`config.mk`:
```
export PLATFORM = sky130hd
export DESIGN_NAME = base64_stream_decoder
export DESIGN_NICKNAME = d
export VERILOG_FILES = /design/src/rtl/b64d_pkg.sv /design/src/rtl/base64_stream_decoder.sv /design/src/rtl/b64d_front.sv /design/src/rtl/b64d_queue.sv /design/src/rtl/b64d_back.sv
export SDC_FILE = /design/constraint.sdc
export NUM_CORES = 1
export LEC_CHECK = 0
export ABC_AREA = 1
export BUFFER_PORTS_ARGS = -buffer_cell sky130_fd_sc_hd__buf_4
export CORE_MARGIN = 3
export CORE_UTILIZATION = 30
export CTS_CLUSTER_DIAMETER = 40
export DETAILED_ROUTE_END_ITERATION = 10
export SETUP_SLACK_MARGIN = 0.05
export SYNTH_ARGS = -nofsm -noshare
export SYNTH_HDL_FRONTEND = slang
export SYNTH_SLANG_ARGS = --single-unit
export TNS_END_PERCENT = 1
```
`constraint.sdc`:
```
create_clock -name clk -period 3.1 [get_ports clk]
set_input_delay 0.155 -clock clk [delete_from_list [all_inputs] [get_ports clk]]
set_output_delay 0.155 -clock clk [all_outputs]
set_load 0.01 [all_outputs]
```
`src/rtl/b64d_pkg.sv`:
```
package b64d_pkg;

    // One decoded group handed from the front end to the byte serializer
    typedef struct packed {
        logic [23:0] word;       // three bytes, first byte in the top bits
        logic [1:0]  count;      // bytes to emit, 1..3
        logic        eom;        // mark the final emitted byte as last
    } group_t;

endpackage

```
`src/rtl/base64_stream_decoder.sv`:
```
// Channel   Direction  tdata             tlast           Meaning
// s_axis    in         [7:0] char_in     end_of_message  one encoded character
// m_axis    out        [7:0] data_byte   last            one decoded byte
//
// Input takes one character per cycle while the group queue has room.
// Each complete group yields up to three bytes, one per cycle from the serializer
// while the output is ready; each group goes via a queue slot into group_reg.
// Output stalls back up through the group queue before the input stalls.
// rst_n clears phase, accumulator, queue and serializer at once.
module base64_stream_decoder #(
    parameter int QUEUE_DEPTH = 2
) (
    input  logic       clk,
    input  logic       rst_n,
    input  logic       s_axis_tvalid,
    output logic       s_axis_tready,
    input  logic [7:0] s_axis_tdata,   // [7:0] char_in
    input  logic       s_axis_tlast,   // end_of_message
    output logic       m_axis_tvalid,
    input  logic       m_axis_tready,
    output logic [7:0] m_axis_tdata,   // [7:0] data_byte
    output logic       m_axis_tlast    // last
);
    import b64d_pkg::*;

    logic   push_valid, push_ready;
    logic   pop_valid, pop_ready;
    group_t push_data, pop_data;

    b64d_front u_front (
        .clk           (clk),
        .rst_n         (rst_n),
        .s_axis_tvalid (s_axis_tvalid),
        .s_axis_tready (s_axis_tready),
        .s_axis_tdata  (s_axis_tdata),
        .s_axis_tlast  (s_axis_tlast),
        .push_valid    (push_valid),
        .push_ready    (push_ready),
        .push_data     (push_data)
    );

    b64d_queue #(
        .DEPTH (QUEUE_DEPTH)
    ) u_queue (
        .clk        (clk),
        .rst_n      (rst_n),
        .push_valid (push_valid),
        .push_ready (push_ready),
        .push_data  (push_data),
        .pop_valid  (pop_valid),
        .pop_ready  (pop_ready),
        .pop_data   (pop_data)
    );

    b64d_back u_back (
        .clk           (clk),
        .rst_n         (rst_n),
        .pop_valid     (pop_valid),
        .pop_ready     (pop_ready),
        .pop_data      (pop_data),
        .m_axis_tvalid (m_axis_tvalid),
        .m_axis_tready (m_axis_tready),
        .m_axis_tdata  (m_axis_tdata),
        .m_axis_tlast  (m_axis_tlast)
    );

endmodule

```
`src/rtl/b64d_front.sv`:
```
module b64d_front (
    input  logic             clk,
    input  logic             rst_n,
    input  logic             s_axis_tvalid,
    output logic             s_axis_tready,
    input  logic [7:0]       s_axis_tdata,   // [7:0] char_in
    input  logic             s_axis_tlast,   // end_of_message
    output logic             push_valid,
    input  logic             push_ready,
    output b64d_pkg::group_t push_data
);
    import b64d_pkg::*;

    localparam logic [7:0] CHAR_NEWLINE = 8'h0A;
    localparam logic [7:0] CHAR_PAD     = 8'h3D;
    localparam logic [7:0] CHAR_PLUS    = 8'h2B;
    localparam logic [7:0] CHAR_SLASH   = 8'h2F;
    localparam logic [7:0] OFS_UPPER    = 8'd65;
    localparam logic [7:0] OFS_LOWER    = 8'd71;
    localparam logic [7:0] OFS_DIGIT    = 8'd4;
    localparam logic [5:0] SEXTET_PLUS  = 6'd62;
    localparam logic [5:0] SEXTET_SLASH = 6'd63;
    localparam logic [1:0] PHASE_LAST   = 2'd3;

    function automatic logic [5:0] sextet_of(input logic [7:0] c);
        logic [7:0] v;
        begin
            v = 8'd0;
            if (c >= "A" && c <= "Z")
            begin
                v = c - OFS_UPPER;
            end
            else if (c >= "a" && c <= "z")
            begin
                v = c - OFS_LOWER;
            end
            else if (c >= "0" && c <= "9")
            begin
                v = c + OFS_DIGIT;
            end
            else if (c == CHAR_PLUS)
            begin
                v = {2'b00, SEXTET_PLUS};
            end
            else if (c == CHAR_SLASH)
            begin
                v = {2'b00, SEXTET_SLASH};
            end
            return v[5:0];
        end
    endfunction

    logic [1:0]  phase_reg, phase_next;
    logic [17:0] acc_reg, acc_next;
    logic        third_pad_reg, third_pad_next;

    logic        xfer;
    logic        is_newline;
    logic        is_pad;
    logic [5:0]  sextet;
    logic [1:0]  trim_count;

    assign s_axis_tready = push_ready;
    assign xfer          = s_axis_tvalid & s_axis_tready;
    assign is_newline    = (s_axis_tdata == CHAR_NEWLINE);
    assign is_pad        = (s_axis_tdata == CHAR_PAD);
    assign sextet        = sextet_of(s_axis_tdata);

    // Each pad in positions three and four trims one byte, only on the end mark
    always_comb
    begin
        trim_count = 2'd3;
        if (s_axis_tlast)
        begin
            trim_count = 2'd3 - {1'b0, third_pad_reg} - {1'b0, is_pad};
        end
    end

    assign push_valid      = xfer & ~is_newline & (phase_reg == PHASE_LAST);
    assign push_data.word  = {acc_reg, sextet};
    assign push_data.count = trim_count;
    assign push_data.eom   = s_axis_tlast;

    always_comb
    begin
        phase_next     = phase_reg;
        acc_next       = acc_reg;
        third_pad_next = third_pad_reg;
        if (xfer)
        begin
            if (is_newline)
            begin
                if (s_axis_tlast)
                begin
                    phase_next     = 2'd0;
                    acc_next       = 18'd0;
                    third_pad_next = 1'b0;
                end
            end
            else if (phase_reg != PHASE_LAST && !s_axis_tlast)
            begin
                acc_next   = {acc_reg[11:0], sextet};
                phase_next = phase_reg + 2'd1;
                if (phase_reg == 2'd0)
                begin
                    third_pad_next = 1'b0;
                end
                else if (phase_reg == 2'd2)
                begin
                    third_pad_next = is_pad;
                end
            end
            else
            begin
                // group complete, or partial group dropped at the end mark
                phase_next     = 2'd0;
                acc_next       = 18'd0;
                third_pad_next = 1'b0;
            end
        end
    end

    always_ff @(posedge clk or negedge rst_n)
    begin
        if (!rst_n)
        begin
            phase_reg     <= 2'd0;
            acc_reg       <= 18'd0;
            third_pad_reg <= 1'b0;
        end
        else
        begin
            phase_reg     <= phase_next;
            acc_reg       <= acc_next;
            third_pad_reg <= third_pad_next;
        end
    end

endmodule

```
`src/rtl/b64d_queue.sv`:
```
module b64d_queue #(
    parameter int DEPTH = 2
) (
    input  logic             clk,
    input  logic             rst_n,
    input  logic             push_valid,
    output logic             push_ready,
    input  b64d_pkg::group_t push_data,
    output logic             pop_valid,
    input  logic             pop_ready,
    output b64d_pkg::group_t pop_data
);
    import b64d_pkg::*;

    localparam int PW = (DEPTH > 1) ? $clog2(DEPTH) : 1;
    localparam int CW = $clog2(DEPTH + 1);
    localparam logic [PW-1:0] PTR_LAST = PW'(DEPTH - 1);
    localparam logic [CW-1:0] CNT_FULL = CW'(DEPTH);

    group_t          slot_reg [DEPTH];
    logic [PW-1:0]   wr_ptr_reg, wr_ptr_next;
    logic [PW-1:0]   rd_ptr_reg, rd_ptr_next;
    logic [CW-1:0]   count_reg, count_next;
    logic            do_push, do_pop;

    assign push_ready = (count_reg != CNT_FULL);
    assign pop_valid  = (count_reg != '0);
    assign pop_data   = slot_reg[rd_ptr_reg];
    assign do_push    = push_valid & push_ready;
    assign do_pop     = pop_valid & pop_ready;

    always_comb
    begin
        wr_ptr_next = wr_ptr_reg;
        rd_ptr_next = rd_ptr_reg;
        count_next  = count_reg;
        if (do_push)
        begin
            wr_ptr_next = (wr_ptr_reg == PTR_LAST) ? '0 : wr_ptr_reg + 1'b1;
        end
        if (do_pop)
        begin
            rd_ptr_next = (rd_ptr_reg == PTR_LAST) ? '0 : rd_ptr_reg + 1'b1;
        end
        if (do_push && !do_pop)
        begin
            count_next = count_reg + 1'b1;
        end
        else if (do_pop && !do_push)
        begin
            count_next = count_reg - 1'b1;
        end
    end

    always_ff @(posedge clk)
    begin
        if (do_push)
        begin
            slot_reg[wr_ptr_reg] <= push_data;
        end
    end

    always_ff @(posedge clk or negedge rst_n)
    begin
        if (!rst_n)
        begin
            wr_ptr_reg <= '0;
            rd_ptr_reg <= '0;
            count_reg  <= '0;
        end
        else
        begin
            wr_ptr_reg <= wr_ptr_next;
            rd_ptr_reg <= rd_ptr_next;
            count_reg  <= count_next;
        end
    end

endmodule

```
`src/rtl/b64d_back.sv`:
```
module b64d_back (
    input  logic             clk,
    input  logic             rst_n,
    input  logic             pop_valid,
    output logic             pop_ready,
    input  b64d_pkg::group_t pop_data,
    output logic             m_axis_tvalid,
    input  logic             m_axis_tready,
    output logic [7:0]       m_axis_tdata,   // [7:0] data_byte
    output logic             m_axis_tlast    // last
);
    import b64d_pkg::*;

    group_t     group_reg;
    logic       busy_reg, busy_next;
    logic [1:0] idx_reg, idx_next;
    logic       xfer;
    logic       final_byte;

    assign m_axis_tvalid = busy_reg;
    assign xfer          = busy_reg & m_axis_tready;
    assign final_byte    = (idx_reg == group_reg.count - 2'd1);
    // take the next group when idle or as the current one finishes
    assign pop_ready     = ~busy_reg | (xfer & final_byte);

    always_comb
    begin
        case (idx_reg)
            2'd0:    m_axis_tdata = group_reg.word[23:16];
            2'd1:    m_axis_tdata = group_reg.word[15:8];
            default: m_axis_tdata = group_reg.word[7:0];
        endcase
    end

    assign m_axis_tlast = group_reg.eom & final_byte;

    always_comb
    begin
        busy_next = busy_reg;
        idx_next  = idx_reg;
        if (pop_ready)
        begin
            busy_next = pop_valid;
            idx_next  = 2'd0;
        end
        else if (xfer)
        begin
            idx_next = idx_reg + 2'd1;
        end
    end

    always_ff @(posedge clk)
    begin
        if (pop_ready && pop_valid)
        begin
            group_reg <= pop_data;
        end
    end

    always_ff @(posedge clk or negedge rst_n)
    begin
        if (!rst_n)
        begin
            busy_reg <= 1'b0;
            idx_reg  <= 2'd0;
        end
        else
        begin
            busy_reg <= busy_next;
            idx_reg  <= idx_next;
        end
    end

endmodule

```
==> key figures <==
STA
  – Setup TNS: 0 ns
  – RSZ-0062 raised after global routing: no
  – Final Hold Fails: 0
  – Final setup margin: approximately 0.86 ns
  – Fin crit period: roughly 2.2 ns
  – Peak Freq: ~450 MHz
  – Clk_skew: roughly 0.0067 ns
  – Worst-Margin Slew: slightly below 0.6 ns
  – Final Cycle Share: between 70% and 80%
  – Slew Limit Headroom: about 60%
  – # setup viols final: 0
  – Worst hold slack: 0.0435 ns
  – Count of pins over their slew limit: 0

Floorplan
  – Initial core utilization: between 30 and 40%
  – Die Width: ~130 um
  – IO Pins: 24
  – Die Ht: around 130 um
  – # rows: 46
  – Core area: about 16000 um2
  – Die area: 18200 um2

Clock network
  – Largest buffer count on any clock path: 2
  – Clock root cell: clkbuf_16
  – CTS Buf Count: 9
  – Clk slew on worst S/H paths: about 0.07 ns
  – CTS tree: yes
  – Sink Count: between 100 and 150
  – H-tree Lvls: 3
  – Clk_lat worst skew: around 0.34 ns

Global route
  – First-pass GRT wire length: between 15 and 20 mm
  – Gr usage total: 10.4%
  – Vias in the first global route: 2934
  – GRT Residual Overflow: 0
  – Initial antenna violation count: 0
  – Largest net degree at the start of global routing: 29

Worst setup path
  – Slowest stage delay, CP: 0.53 ns
  – Buf/Inv on CP: 2
  – Crit-path leading delay family: simple AND/OR/NAND/NOR gates
  – Crit path DAT: 2.08 ns
  – CP Cell Sequence: inv_1 -> ha_1 -> nor2_1 -> a22oi_1 -> nand2_1 -> buf_4
  – Critical path's slowest cell: nor2_1
  – Critical Path RT: 2.94 ns
  – Number of cells on the critical path: 6
  – CP endpoint kind: output pin
  – R2r setup slk: ~1.2 ns
  – Worst r2r path cells: 9
  – Max FO, Critical Path: 9
  – WS Path Type: register to output pin
  – Startpoint Class: register

Placement
  – PortBufs: 23
  – DP HPWL: 6.12 mm
  – RD Place Congestion: just over 0.8
  – Worst slack, placed: 1.13 ns

Routing
  – Total wire length: 8.94 mm
  – Remaining DRCs: 0
  – Vias: 3113
  – DRT iter0 DRCs: 197
  – Wire per inst: approximately 13 um
  – Antenna Violating Nets Remaining: 0
  – Vias per inst: ~4.4
  – DR pass1 iterations: 6

Yosys
  – Mapped Area: about 5000 um2
  – Top cells by area, synth: edfxtp_1 49%, dfrtp_1 14%, nand2_1 13%
  – Cell variety after synth: 37
  – Synth warnings: 0
  – Cells after synthesis: roughly 450
  – Yosys reg bits: 109
  – Seq/Total Area, Yosys: a little over three fifths
  – Cell accounting for the most synthesized area: edfxtp_1
  – Post-synth top area share: approximately half
  – Post-Syn Nets: 484
  – Syn avg cell area: 11.0 um2

Layout
  – Layout cell share with drive strength beyond 1: 15.2%
  – # nets final: slightly above 500
  – Area Overhead vs Synth: 13.9%
  – Number of flip-flops in the largest register: 54
  – N_diodes: 0

Worst hold path
  – Worst hold path depth: 1
  – Hold Path Class: input port to register

Status
  – Status: finished, final reports clean

Power and ir drop
  – Worst vdd ir: about 540 uV
  – Pleak: ~2.5 nW
  – PwrDens: ~800 nW/um2
  – Total power: around 4.5 mW

Flow run
  – Max Cap Viol: 0
==> logic make-up after synthesis <==
family | Yosys count | share of synthesized area [%]
compound gates | 38 | 5.82
fa+ha+maj | 17 | 4.26
buf+inv | 43 | 4.39
xor+xnor | 7 | 1.23
simple gates | 240 | 21.5
flops | 109 | 62.8
==> cells in the mapped netlist (all sizes together) <==
master  number
nand2      182
edfxtp      81
nand3       30
dfrtp       28
inv         28
nor2        19
ha          17
a22o        12
buf         10
o21ai        9
a22oi        8
a21oi        7
nand4        6
clkbuf       4
xor2         4
xnor2        3
a211oi       1
a21boi       1
and2         1
and3         1
clkinv       1
nand3b       1
==> power breakdown <==
part           total [mW]  switching (mW)  internal (mW)
clock network        1.09           0.527          0.565
registers            2.13           0.130           2.00
logic                1.31           0.843          0.470
==> metrics by stage <==
| stage | cell area (um2) | std cells | utilization, % |
|---|---|---|---|
| finish | 5680 | 702 | 35.4 |
| global route | 5680 | 702 | 35.4 |
| CTS | 5680 | 702 | 35.4 |
| detailed placement | 5380 | 685 | 33.5 |
| global placement | 5380 | 685 | 33.5 |
| floorplan | 4990 | 454 | - |
==> final timing paths <==
check                                         start                       to
worst max register to register    u_back.idx_reg[1]     u_queue.count_reg[1]
worst max-delay path              u_back.idx_reg[1]          m_axis_tdata[7]
worst min-delay path                   s_axis_tlast   u_queue.slot_reg[0][0]
worst min register to register  u_front.acc_reg[12]  u_queue.slot_reg[0][21]
max in group asynchronous                     rst_n      u_front.acc_reg[14]
min in group asynchronous                     rst_n     u_queue.count_reg[0]
==> worst reg2reg max path: cells and delay by family, from the launching register on <==
family / cells / cell delay, ns
AOI/OAI and AO/OA: 3 / 0.33
DFF: 1 / 0.42
adders and majority gates: 1 / 0.35
and+or+nand+nor: 3 / 0.38
xor gates and xnor gates: 2 / 0.32
==> layout by cell type (no fill, tap or decap), types with 2 or more instances in the layout <==
| master | Yosys | final |
|---|---|---|
| nand2_1 | 169 | 169 |
| edfxtp_1 | 81 | 81 |
| buf_4 | 1 | 29 |
| nand3_1 | 28 | 28 |
| dfrtp_1 | 28 | 28 |
| inv_1 | 25 | 25 |
| ha_1 | 17 | 17 |
| nor2_1 | 14 | 12 |
| a22o_1 | 12 | 12 |
| nand2_2 | 9 | 9 |
| clkbuf_16 | 0 | 9 |
| a22oi_1 | 8 | 8 |
| a21oi_1 | 6 | 6 |
| nand4_1 | 5 | 5 |
| nor2_2 | 3 | 5 |
| o21ai_0 | 5 | 5 |
| nand2_4 | 4 | 4 |
| xor2_1 | 4 | 4 |
| xnor2_1 | 3 | 3 |
| inv_6 | 0 | 3 |
| inv_8 | 1 | 2 |
| nand3_2 | 2 | 2 |
| clkinv_1 | 1 | 2 |
| nor2_8 | 2 | 2 |
| inv_2 | 2 | 2 |
| o21ai_1 | 2 | 2 |
==> timing repair <==
action,4_1_cts,5_1_grt
buffers inserted,0,0
gates resized for setup,0,0
endpoints found under the hold margin,28,0
hold buffers,1,0
==> metal layers <==
metal,wire length (um),up-vias,global-route usage [%]
li1,-,1590,-
met1,4500,1465,14.4
met2,3950,46,15.9
met3,323,12,1.49
met4,164,0,5.15
met5,0,-,0
==> area by class of cell <==
type                       count  area, um2
sequential                   109       3130
timing repair buffer          30        228
clock buffer                   9        225
inverter                      29        116
tap                          216        270
clock inverter                 7       66.3
fill                        1573      10400
multi-input combinational    302       1640
(Power assumes the default switching activity.)
